--- config.mk ---
export PLATFORM = sky130hd
export DESIGN_NAME = pcap_capture_buffer_writer_top
export DESIGN_NICKNAME = d
export VERILOG_FILES = /design/src/rtl/core/pcapw_pkg.sv /design/src/rtl/core/pcap_capture_buffer_writer_top.sv
export SDC_FILE = /design/constraint.sdc
export NUM_CORES = 2
export LEC_CHECK = 0
export ABC_AREA = 1
export ABC_CLOCK_PERIOD_IN_PS = 23400
export BUFFER_PORTS_ARGS = -buffer_cell sky130_fd_sc_hd__buf_4
export CAP_MARGIN = 20
export CORE_ASPECT_RATIO = 0.7
export CORE_MARGIN = 8
export CORE_UTILIZATION = 60
export DETAILED_ROUTE_END_ITERATION = 8
export GPL_ROUTABILITY_DRIVEN = 0
export PLACE_DENSITY_LB_ADDON = 0.15
export SETUP_SLACK_MARGIN = 0.02
export SKIP_CTS_REPAIR_TIMING = 1
export SLEW_MARGIN = 10
export SYNTH_ARGS = -nofsm -noshare
export SYNTH_HDL_FRONTEND = slang
export SYNTH_SLANG_ARGS = --single-unit
--- constraint.sdc ---
create_clock -name clock -period 23.4 [get_ports clock]
set_input_delay 4.68 -clock clock [delete_from_list [all_inputs] [get_ports clock]]
set_output_delay 4.68 -clock clock [all_outputs]
set_load 0.01 [all_outputs]
--- src/rtl/core/pcapw_pkg.sv ---
// Package for the pcap capture buffer writer: constants, field layout, register codes.
// No dependencies; used by the top level and its checker.
`timescale 1ns / 1ps

package pcapw_pkg;

   // Buffer and register defaults
   localparam int          BUF_BYTES_DEFAULT = 65536;
   localparam logic [15:0] SNAP_RESET        = 16'd4096;
   localparam logic [31:0] LINK_RESET        = 32'd105;

   // pcap file format constants
   localparam logic [31:0] PCAP_MAGIC       = 32'ha1b2c3d4;
   localparam logic [15:0] VERSION_MAJOR    = 16'd2;
   localparam logic [15:0] VERSION_MINOR    = 16'd4;
   localparam int          GLOBAL_HDR_BYTES = 24;
   localparam int          RECORD_HDR_BYTES = 16;

   // ts / 1e6 == (ts * RECIP_MAGIC) >> RECIP_SHIFT, exact for every 32-bit ts
   localparam logic [31:0] USEC_PER_SEC = 32'd1000000;
   localparam logic [31:0] RECIP_MAGIC  = 32'h431bde83;
   localparam int          RECIP_SHIFT  = 50;
   localparam int          SEC_W        = 13;   // seconds never exceed 4294

   // Byte positions inside one step's burst: global header, record header, payload
   localparam int          POS_W          = 6;
   localparam logic [5:0]  POS_GLOBAL     = 6'd0;
   localparam logic [5:0]  POS_GLOBAL_END = 6'd23;
   localparam logic [5:0]  POS_RECORD     = 6'd24;
   localparam logic [5:0]  POS_RECORD_END = 6'd39;
   localparam logic [5:0]  POS_PAYLOAD    = 6'd40;

   // Stream field layout
   localparam int REQ_DATA_W   = 56;
   localparam int RSP_DATA_W   = 32;
   localparam int ADDR_W       = 16;
   localparam int BYTE_W       = 8;
   localparam int RSP_ADDR_LSB = 0;
   localparam int RSP_DATA_LSB = 16;
   localparam int RSP_FULL_BIT = 24;

   // Register port
   localparam int CSR_ADDR_W  = 3;
   localparam int CSR_DATA_W  = 32;
   localparam int REG_SEL_BIT = 2;

   typedef enum logic {
      REG_SNAP_LENGTH = 1'b0,
      REG_LINK_TYPE   = 1'b1
   } reg_sel_type;

endpackage

--- src/rtl/core/pcap_capture_buffer_writer_top.sv ---
// Channel    | dir | handshake             | payload
// req_       | in  | tvalid/tready         | tdata: pkt_byte, pkt_len, timestamp_us; tuser: first
// rsp_       | out | tvalid/tready, tlast  | tdata: wr_addr, wr_data, capture_full
// csr_       | in  | psel/penable/pwrite   | snap_length at 0x0, link_type at 0x4
//
// Results leave one byte per cycle, while rsp_ does not stall, through a single output
// register. A payload byte writes itself, a dropped byte nothing. A packet's first byte
// waits for the seconds/microseconds split, then writes 16 header bytes and one payload
// byte; for the very first packet the 24-byte global header comes first, with no wait.
// Reset is synchronous; the block is ready for items as soon as reset drops.
// A stalled rsp_ holds the current burst; req_ is taken again on its final byte.
`timescale 1ns / 1ps

module pcap_capture_buffer_writer_top #(
   parameter int BUF_BYTES = pcapw_pkg::BUF_BYTES_DEFAULT
) (
   input  logic                             clock,
   input  logic                             reset,
   // input items
   input  logic                             req_tvalid,
   output logic                             req_tready,
   input  logic [pcapw_pkg::REQ_DATA_W-1:0] req_tdata,   // pkt_byte[7:0], pkt_len[23:8],
                                                         // timestamp_us[55:24]
   input  logic                             req_tuser,   // first_of_packet
   // buffer writes
   output logic                             rsp_tvalid,
   input  logic                             rsp_tready,
   output logic [pcapw_pkg::RSP_DATA_W-1:0] rsp_tdata,   // wr_addr[15:0], wr_data[23:16],
                                                         // capture_full[24], zero above
   output logic                             rsp_tlast,   // last
   // register port
   input  logic                             csr_psel,
   input  logic                             csr_penable,
   input  logic                             csr_pwrite,
   input  logic [pcapw_pkg::CSR_ADDR_W-1:0] csr_paddr,
   input  logic [pcapw_pkg::CSR_DATA_W-1:0] csr_pwdata,
   output logic [pcapw_pkg::CSR_DATA_W-1:0] csr_prdata,
   output logic                             csr_pready
);

   import pcapw_pkg::*;

   // write index must hold BUF_BYTES itself; fit check needs room for index + 16 + 65535
   localparam int IDX_W = $clog2(BUF_BYTES) + 1;
   localparam int CHK_W = ((IDX_W > ADDR_W) ? IDX_W : ADDR_W) + 2;

   // configuration registers
   logic [15:0]      snap_length_ff;
   logic [31:0]      link_type_ff;
   logic             csr_write;
   reg_sel_type      csr_sel;

   // capture state
   logic [IDX_W-1:0] write_index_ff, write_index_in;
   logic             header_written_ff, header_written_in;
   logic             full_latched_ff, full_latched_in;
   logic [15:0]      payload_left_ff, payload_left_in;

   // input fields
   logic [7:0]       pkt_byte;
   logic [15:0]      pkt_len;
   logic [31:0]      timestamp_us;
   logic             first_of_packet;

   // per-item decision
   logic             req_accept;
   logic             first_go, put_global, put_record, put_payload, fits, job_start;
   logic [15:0]      kept_len, left_open;
   logic [IDX_W-1:0] idx_hdr;
   logic [POS_W-1:0] start_pos, end_pos;

   // burst sequencer
   logic             job_active_ff, job_active_in;
   logic             prep_ff, prep_in;
   logic [POS_W-1:0] pos_ff, pos_in;
   logic [POS_W-1:0] end_ff;
   logic [15:0]      addr_ff, addr_in;
   logic             job_full_ff;
   logic [7:0]       job_byte_ff;
   logic [15:0]      job_incl_ff, job_len_ff;
   logic [31:0]      job_ts_ff;
   logic             out_free, emit, job_done;

   // seconds / microseconds split
   logic [63:0]      prod_in, prod_ff;
   logic [SEC_W-1:0] sec_in, sec_ff;
   logic [31:0]      secm_in, secm_ff;
   logic [31:0]      usec;

   // byte selection
   logic [31:0]      word_sel;
   logic [7:0]       byte_sel;

   // output register
   logic             rsp_valid_ff, rsp_valid_in;
   logic [15:0]      rsp_addr_ff;
   logic [7:0]       rsp_data_ff;
   logic             rsp_full_ff;
   logic             rsp_last_ff;

   // ---------------------------------------------------------------- register port
   assign csr_pready = 1'b1;
   assign csr_write  = csr_psel && csr_penable && csr_pwrite && csr_pready;
   assign csr_sel    = reg_sel_type'(csr_paddr[REG_SEL_BIT]);

   always_comb begin
      unique case (csr_sel)
         REG_SNAP_LENGTH: csr_prdata = {16'd0, snap_length_ff};
         REG_LINK_TYPE:   csr_prdata = link_type_ff;
      endcase
   end

   // ---------------------------------------------------------------- input fields
   assign pkt_byte        = req_tdata[7:0];
   assign pkt_len         = req_tdata[23:8];
   assign timestamp_us    = req_tdata[55:24];
   assign first_of_packet = req_tuser;

   // ---------------------------------------------------------------- item decision
   // Everything a step changes in the capture state is settled at the transfer;
   // the burst it causes is then played out by the sequencer.
   always_comb begin
      first_go   = first_of_packet && !full_latched_ff;
      put_global = first_go && !header_written_ff;
      kept_len   = (pkt_len < snap_length_ff) ? pkt_len : snap_length_ff;
      idx_hdr    = write_index_ff + (put_global ? IDX_W'(GLOBAL_HDR_BYTES) : '0);
      fits       = (CHK_W'(idx_hdr) + CHK_W'(RECORD_HDR_BYTES) + CHK_W'(kept_len))
                   <= CHK_W'(BUF_BYTES);
      put_record = first_go && fits;

      full_latched_in   = full_latched_ff || (first_go && !fits);
      header_written_in = header_written_ff || put_global;

      // a new first byte abandons any record still open
      left_open   = first_go ? (put_record ? kept_len : 16'd0) : payload_left_ff;
      put_payload = !full_latched_in && (left_open != 16'd0);
      payload_left_in = put_payload ? (left_open - 16'd1) : left_open;

      write_index_in = idx_hdr
                     + (put_record ? IDX_W'(RECORD_HDR_BYTES) : '0)
                     + (put_payload ? IDX_W'(1) : '0);

      job_start = put_global || put_record || put_payload;
      start_pos = put_global ? POS_GLOBAL : (put_record ? POS_RECORD : POS_PAYLOAD);
      end_pos   = put_payload ? POS_PAYLOAD : (put_record ? POS_RECORD_END : POS_GLOBAL_END);
   end

   // ---------------------------------------------------------------- handshakes
   assign out_free   = !rsp_valid_ff || rsp_tready;
   assign emit       = job_active_ff && !prep_ff && out_free;
   assign job_done   = emit && (pos_ff == end_ff);
   assign req_tready = !reset && (!job_active_ff || job_done);
   assign req_accept = req_tvalid && req_tready;

   // ---------------------------------------------------------------- sequencer next state
   always_comb begin
      job_active_in = job_active_ff;
      pos_in        = pos_ff;
      addr_in       = addr_ff;
      prep_in       = 1'b0;
      if (emit) begin
         pos_in  = pos_ff + POS_W'(1);
         addr_in = addr_ff + 16'd1;
         if (job_done) begin
            job_active_in = 1'b0;
         end
      end
      if (req_accept) begin
         job_active_in = job_start;
         pos_in        = start_pos;
         addr_in       = 16'(write_index_ff);
         // record header right away: hold the burst while the seconds split is registered
         prep_in       = put_record && !put_global;
      end
   end

   always_comb begin
      rsp_valid_in = rsp_valid_ff;
      if (emit) begin
         rsp_valid_in = 1'b1;
      end else if (rsp_tready) begin
         rsp_valid_in = 1'b0;
      end
   end

   // ---------------------------------------------------------------- seconds split
   assign prod_in = 64'(timestamp_us) * 64'(RECIP_MAGIC);
   assign sec_in  = prod_ff[RECIP_SHIFT +: SEC_W];
   assign secm_in = 32'(sec_in) * USEC_PER_SEC;
   assign usec    = job_ts_ff - secm_ff;

   // ---------------------------------------------------------------- byte select
   // Burst positions in 32-bit words: magic, version, zone, sigfigs, snaplen, link,
   // seconds, microseconds, included length, original length, then the payload byte.
   always_comb begin
      case (pos_ff[POS_W-1:2])
         4'd0:    word_sel = PCAP_MAGIC;
         4'd1:    word_sel = {VERSION_MINOR, VERSION_MAJOR};
         4'd4:    word_sel = {16'd0, snap_length_ff};
         4'd5:    word_sel = link_type_ff;
         4'd6:    word_sel = 32'(sec_ff);
         4'd7:    word_sel = usec;
         4'd8:    word_sel = {16'd0, job_incl_ff};
         4'd9:    word_sel = {16'd0, job_len_ff};
         4'd10:   word_sel = {24'd0, job_byte_ff};
         default: word_sel = 32'd0;
      endcase
      byte_sel = word_sel[pos_ff[1:0]*BYTE_W +: BYTE_W];
   end

   // ---------------------------------------------------------------- control registers
   always_ff @(posedge clock) begin
      if (reset) begin
         snap_length_ff    <= SNAP_RESET;
         link_type_ff      <= LINK_RESET;
         write_index_ff    <= '0;
         header_written_ff <= 1'b0;
         full_latched_ff   <= 1'b0;
         payload_left_ff   <= '0;
         job_active_ff     <= 1'b0;
         prep_ff           <= 1'b0;
         rsp_valid_ff      <= 1'b0;
      end else begin
         if (csr_write) begin
            unique case (csr_sel)
               REG_SNAP_LENGTH: snap_length_ff <= csr_pwdata[15:0];
               REG_LINK_TYPE:   link_type_ff   <= csr_pwdata;
            endcase
         end
         if (req_accept) begin
            write_index_ff    <= write_index_in;
            header_written_ff <= header_written_in;
            full_latched_ff   <= full_latched_in;
            payload_left_ff   <= payload_left_in;
         end
         job_active_ff <= job_active_in;
         prep_ff       <= prep_in;
         rsp_valid_ff  <= rsp_valid_in;
      end
   end

   // ---------------------------------------------------------------- datapath registers
   always_ff @(posedge clock) begin
      pos_ff  <= pos_in;
      addr_ff <= addr_in;
      sec_ff  <= sec_in;
      secm_ff <= secm_in;
      if (req_accept) begin
         end_ff      <= end_pos;
         job_full_ff <= full_latched_in;
         job_byte_ff <= pkt_byte;
         job_incl_ff <= kept_len;
         job_len_ff  <= pkt_len;
         job_ts_ff   <= timestamp_us;
         prod_ff     <= prod_in;
      end
      if (emit) begin
         rsp_addr_ff <= addr_ff;
         rsp_data_ff <= byte_sel;
         rsp_full_ff <= job_full_ff;
         rsp_last_ff <= job_done;
      end
   end

   // ---------------------------------------------------------------- outputs
   assign rsp_tvalid = rsp_valid_ff;
   assign rsp_tlast  = rsp_last_ff;
   assign rsp_tdata  = {7'd0, rsp_full_ff, rsp_data_ff, rsp_addr_ff};

endmodule

# After elaboration in Yosys (flattened, before gate mapping)
# Index checks and enable logic that the tools add are counted.
[totals] ff_bits=315 latch_bits=0 ramBits=0 mem_bits_ro=0 inputBits=99 out_inout_bits=68 word_cells=107 mem_count=0
[classes] addsub=9 multipliers=2 div_mod_pow=0 order_cmp=2 n_eq_ne=9 shift=1 mux=21 n_bitwise=2 n_reduce_logical=37
[op_table] cell="32-bit case mux with 9 select lines" n=1
[op_table] cell="16-bit two-way mux" n=6
[op_table] cell="32-bit case mux with 2 select lines" n=1
[op_table] cell="32-bit by 31-bit multiplier with 63-bit output (second input constant)" n=1
[op_table] cell="17-bit by 5-bit adder with 17-bit output" n=2
[op_table] cell="32-bit by 6-bit variable part select with 8-bit output" n=1
[op_table] cell="32-bit subtractor" n=1
[op_table] cell="6-bit two-way mux" n=5
[op_table] cell="13-bit by 14-bit multiplier with 26-bit output (second input constant)" n=1
[op_table] cell="18-bit by 16-bit adder with 19-bit output" n=1
[op_table] cell="19-bit by 17-bit less-or-equal comparator with 1-bit output (second input constant)" n=1
[op_table] cell="17-bit by 5-bit adder with 18-bit output (second input constant)" n=1
[op_table] cell="17-bit by 1-bit adder with 17-bit output" n=1
[op_table] cell="16-bit by 1-bit adder with 16-bit output (second input constant)" n=1
[op_table] cell="4-bit by 3-bit == test with 1-bit output (second input constant)" n=4
[op_table] cell="16-bit < comparator" n=1
[op_table] cell="16-bit nonzero test" n=1
[op_table] cell="16-bit by 1-bit subtractor with 16-bit output (second input constant)" n=1
[op_table] cell="1-bit logical AND" n=13
[op_table] cell="4-bit == test (second input constant)" n=3
[op_table] cell="5-bit two-way mux" n=2
[op_table] cell="1-bit zero test" n=9
[op_table] cell="6-bit by 1-bit adder with 6-bit output (second input constant)" n=1
[op_table] cell="6-bit == test" n=1
[op_table] cell="8 further kinds" n=23

# Logic depth before layout (Yosys ltp)
[logic_depth] ltp_word=15 ltp_mapped=57 mapped_depth_nobuf=54

# Least setup slack after synthesis
# OpenSTA, ideal clock, no wires.
[synth_timing] kind="input port to output port" start="in rsp_tready" end="out req_tready" t_arrival_ns=7.321 t_required_ns=18.720 setup_slack_ns=11.399 path_stages=6 path_buffers=0 cell_sequence="nor2_1 > nor3_1 > inv_1 > nor2_1 > nand3_1 > a21oi_1"
[synth_between] elab_chain_len=5
[synth_rtl] element="start: declaration" line_no="pcap_capture_buffer_writer_top.sv:27" rtl="input logic rsp_tready,"
[synth_rtl] element="1-bit logical OR" line_no="pcap_capture_buffer_writer_top.sv:149" rtl="assign out_free = !rsp_valid_ff || rsp_tready;"
[synth_rtl] element="1-bit logical AND" line_no="pcap_capture_buffer_writer_top.sv:150" rtl="assign emit = job_active_ff && !prep_ff && out_free;"
[synth_rtl] element="via emit" line_no="pcap_capture_buffer_writer_top.sv:82" rtl="logic out_free, emit, job_done;"
[synth_rtl] element="1-bit logical AND" line_no="pcap_capture_buffer_writer_top.sv:151" rtl="assign job_done = emit && (pos_ff == end_ff);"
[synth_rtl] element="1-bit logical OR" line_no="pcap_capture_buffer_writer_top.sv:152" rtl="assign req_tready = !reset && (!job_active_ff || job_done);"
[synth_rtl] element="1-bit logical AND" line_no="pcap_capture_buffer_writer_top.sv:152"
[synth_rtl] element="end: declaration" line_no="pcap_capture_buffer_writer_top.sv:21" rtl="output logic req_tready,"
# The timed path passes the listed nets, and every way through them passes these cells.

# Worst setup path after layout
[layout_timing] start="in req_tuser" end="reg write_index_ff[16]"
[layout_between] elab_chain_len=14 word_cells_on_any_way=20 classes_between="add/sub (5); order compare (1); mux (5); reduce/logical (9)"
[layout_rtl] element="start: declaration" line_no="pcap_capture_buffer_writer_top.sv:24" rtl="input logic req_tuser,"
[layout_rtl] element="1-bit logical AND (*)" line_no="pcap_capture_buffer_writer_top.sv:123" rtl="first_go = first_of_packet && !full_latched_ff;"
[layout_rtl] element="parallel branches: the longest is 12 deep, another holds 18-bit by 16-bit adder with 19-bit output"
[layout_rtl] element="17-bit by 1-bit adder with 17-bit output (*)" line_no="pcap_capture_buffer_writer_top.sv:141" rtl="+ (put_payload ? IDX_W'(1) : '0);"
[layout_rtl] element="end signal: assignment" line_no="pcap_capture_buffer_writer_top.sv:231" rtl="write_index_ff <= write_index_in;"
[layout_rtl] element="end: declaration" line_no="pcap_capture_buffer_writer_top.sv:54" rtl="logic [IDX_W-1:0] write_index_ff, write_index_in;"
# Mark *: on every way between the ends.
# A chain may end at the register's enable or synchronous reset.

==> impl_metrics.env <==
export IMPL_dp_cells=4550
export IMPL_finalHoldViolCount=0
export IMPL_yosysSeqAreaShare_pct=19.9
export IMPL_critPathMaxFanout=19
export IMPL_numCtsBuffers=24
export IMPL_overflow=0
export IMPL_tns_ns=0
export IMPL_fin_util_pct=65.2
export IMPL_drt_iter0_drc=2618
export IMPL_maxCapViolCount=0
export IMPL_port_buffers=156
export IMPL_firstDrtPassIters=6
export IMPL_grt_pass1_wl_um=143000
export IMPL_rsz0062_at_grt="false"
export IMPL_async_flop_share_pct=0
export IMPL_slowest_delay_ns=0.41
export IMPL_critical_path_required_ns=23.84
export IMPL_yosysTopAreaCell="fa_1"
export IMPL_synth_seq_cells=260
export IMPL_yosys_area_top_type_share_pct=26.5
export IMPL_nets=4885
export IMPL_cp_common_cell="inv_1"
export IMPL_worstMarginPinSlew_ns=0.939
export IMPL_io_pins=167
export IMPL_vias_per_cell=5.55
export IMPL_clock_skew_ns=0.0109
export IMPL_synth_edf_count=138
export IMPL_route_detailed_drc=0
export IMPL_chipHeight_um=212
export IMPL_synth_area_per_cell_um2=8.93
export IMPL_layout_min_cycle_time_ns=12.50
export IMPL_synth_cell_types=63
export IMPL_synth_warnings=0
export IMPL_setup_violations=0
export IMPL_critPathArrivalTime_ns=12.94
export IMPL_hold_path_class="reg2reg"
export IMPL_dpl_hpwl_um=77100
export IMPL_cts_root_buffer="clkbuf_16"
export IMPL_clk_latency_ns=0.55
export IMPL_final_layout_size_suffix_gt1_share_pct=6.85
export IMPL_routed_wl_um=92900
export IMPL_clk_path_buf_depth=3
export IMPL_synth_area_mm2=0.0331
export IMPL_fin_crit_sh_pct=53.4
export IMPL_final_cells=4596
export IMPL_coreArea_mm2=0.0549
export IMPL_clkTransAtPathRegs_ns=0.07
export IMPL_routedWlPerCell_um=20.2
export IMPL_start_kind="primary input"
export IMPL_num_vias=25500
export IMPL_mostFrequentLayoutCells="inv_1 (840), nand2_1 (531), ha_1 (512), fa_1 (437), nor2_1 (232)"
export IMPL_die_w_um=297
export IMPL_area_growth_pct=8.24
export IMPL_cp_end_kind="flip-flop"
export IMPL_grt_max_degree=79
export IMPL_start_util_pct=60.2
export IMPL_timing_worst_setup_path_type="in2reg"
export IMPL_netlist_instances=3700
export IMPL_final_common_cell="inv_1"
export IMPL_tritoncts="done"
export IMPL_antenna_found_initial=3
export IMPL_slew_headroom_pct=37.2
export IMPL_detail_route_antenna_nets=0
export IMPL_slowest_stage="xor2_1"
export IMPL_cts_htree_levels=1
export IMPL_grt_use_total_pct=29.9
export IMPL_die_area_mm2=0.0630
export IMPL_clock_sinks=260
export IMPL_synth_ff_type="edfxtp_1"
export IMPL_first_global_vias=24700
export IMPL_outcome="finished clean"
export IMPL_rows=72
export IMPL_fmax_ghz=0.0800
export IMPL_drv_slew=0
export IMPL_yosys_top_cells_area="fa_1 (26%), ha_1 (19%), edfxtp_1 (13%)"
## cell usage after synthesis (all sizes together), types with 2 or more instances
cell type and number:
a211oi 2, a21boi 5, a21o 7, a21oi 193, a221oi 16, a22o 6
a31oi 25, a32o 4, a41oi 3, and2 3, buf 22, clkbuf 43
clkinv 3, conb 2, dfxtp 122, edfxtp 138, fa 437, ha 512
inv 844, nand2 553, nand3 124, nand3b 6, nand4 37, nor2 242
nor3 20, nor4 8, o2111ai 7, o211ai 8, o21a 9, o21ai 178
o21bai 5, o221ai 3, o22ai 2, o311ai 2, o31ai 10, or2 8
xnor2 18, xor2 65
## per-layer routing
layer	wire length [um]	track usage, %	up-vias
li1	-	-	12100
met1	42200	45.9	12100
met2	35400	39.6	1260
met3	13600	11.8	117
met4	1730	5.04	4
met5	25	0	-
## through the flow
stage / hold WS (ns) / cell area, um^2 / setup slack, ns
floorplan: 0.400 / 33100 / 11.40
global placement: 0.440 / 35000 / 10.64
detailed placement: 0.439 / 35000 / 10.51
CTS: 0.455 / 35800 / 11.07
global route: 0.473 / 35800 / 9.88
finish: 0.454 / 35800 / 10.90
## worst paths after layout
path                            slack [ns]  cells past startpoint             from            endpoint
worst max register to register       14.76                     51  full_latched_ff  write_index_ff[16]
worst min register to register        0.45                      0      addr_ff[10]     rsp_addr_ff[10]
worst max-delay path                 10.90                     51        req_tuser  write_index_ff[16]
worst min-delay path                  0.45                      0      addr_ff[10]     rsp_addr_ff[10]
## sequential cells by signal, indices dropped and copies added, names as in the netlist, 4 cells and up
signal           cells
link_type_ff        32
snap_length_ff      16
job_byte_ff          8
rsp_addr_ff         16
addr_ff             16
prod_ff             13
pos_ff               6
rsp_data_ff          8
payload_left_ff     16
sec_ff              13
job_ts_ff           32
job_incl_ff         16
job_len_ff          16
end_ff               4
write_index_ff      17
secm_ff             23
## cells by family (layout without fill, tap and decap cells)
logic type | after synthesis | count (layout) | synth area share, %
DFF | 260 | 260 | 19.9
buffers and inverters | 912 | 1061 | 10.6
AOI/OAI and AO/OA | 489 | 489 | 8.47
other | 2 | 9 | 0.0227
adders and majority gates | 949 | 949 | 45.8
and+or+nand+nor | 1005 | 1005 | 12.9
xor gates and xnor gates | 83 | 83 | 2.20
## final cells by class
type | count | area (um^2)
Antenna cell | 1 | 2.50
Clock buffer | 37 | 764
Clock inverter | 7 | 43.8
Fill cell | 4610 | 19100
Inverter | 847 | 3190
Multi-Input combinational cell | 2534 | 23000
Sequential cell | 260 | 6590
Tap cell | 740 | 926
Timing Repair Buffer | 170 | 1270
## critical path, delay by kind of cell
kind	cells	cell delay, ns
simple gates	25	3.64
fa+ha+maj	7	1.95
buf+inv	11	1.09
compound gates	6	1.05
xor+xnor	2	0.48
Power is left out: the tool's default activity adds up to more than one toggle a clock period on the data nets, which glitch-free logic cannot reach.
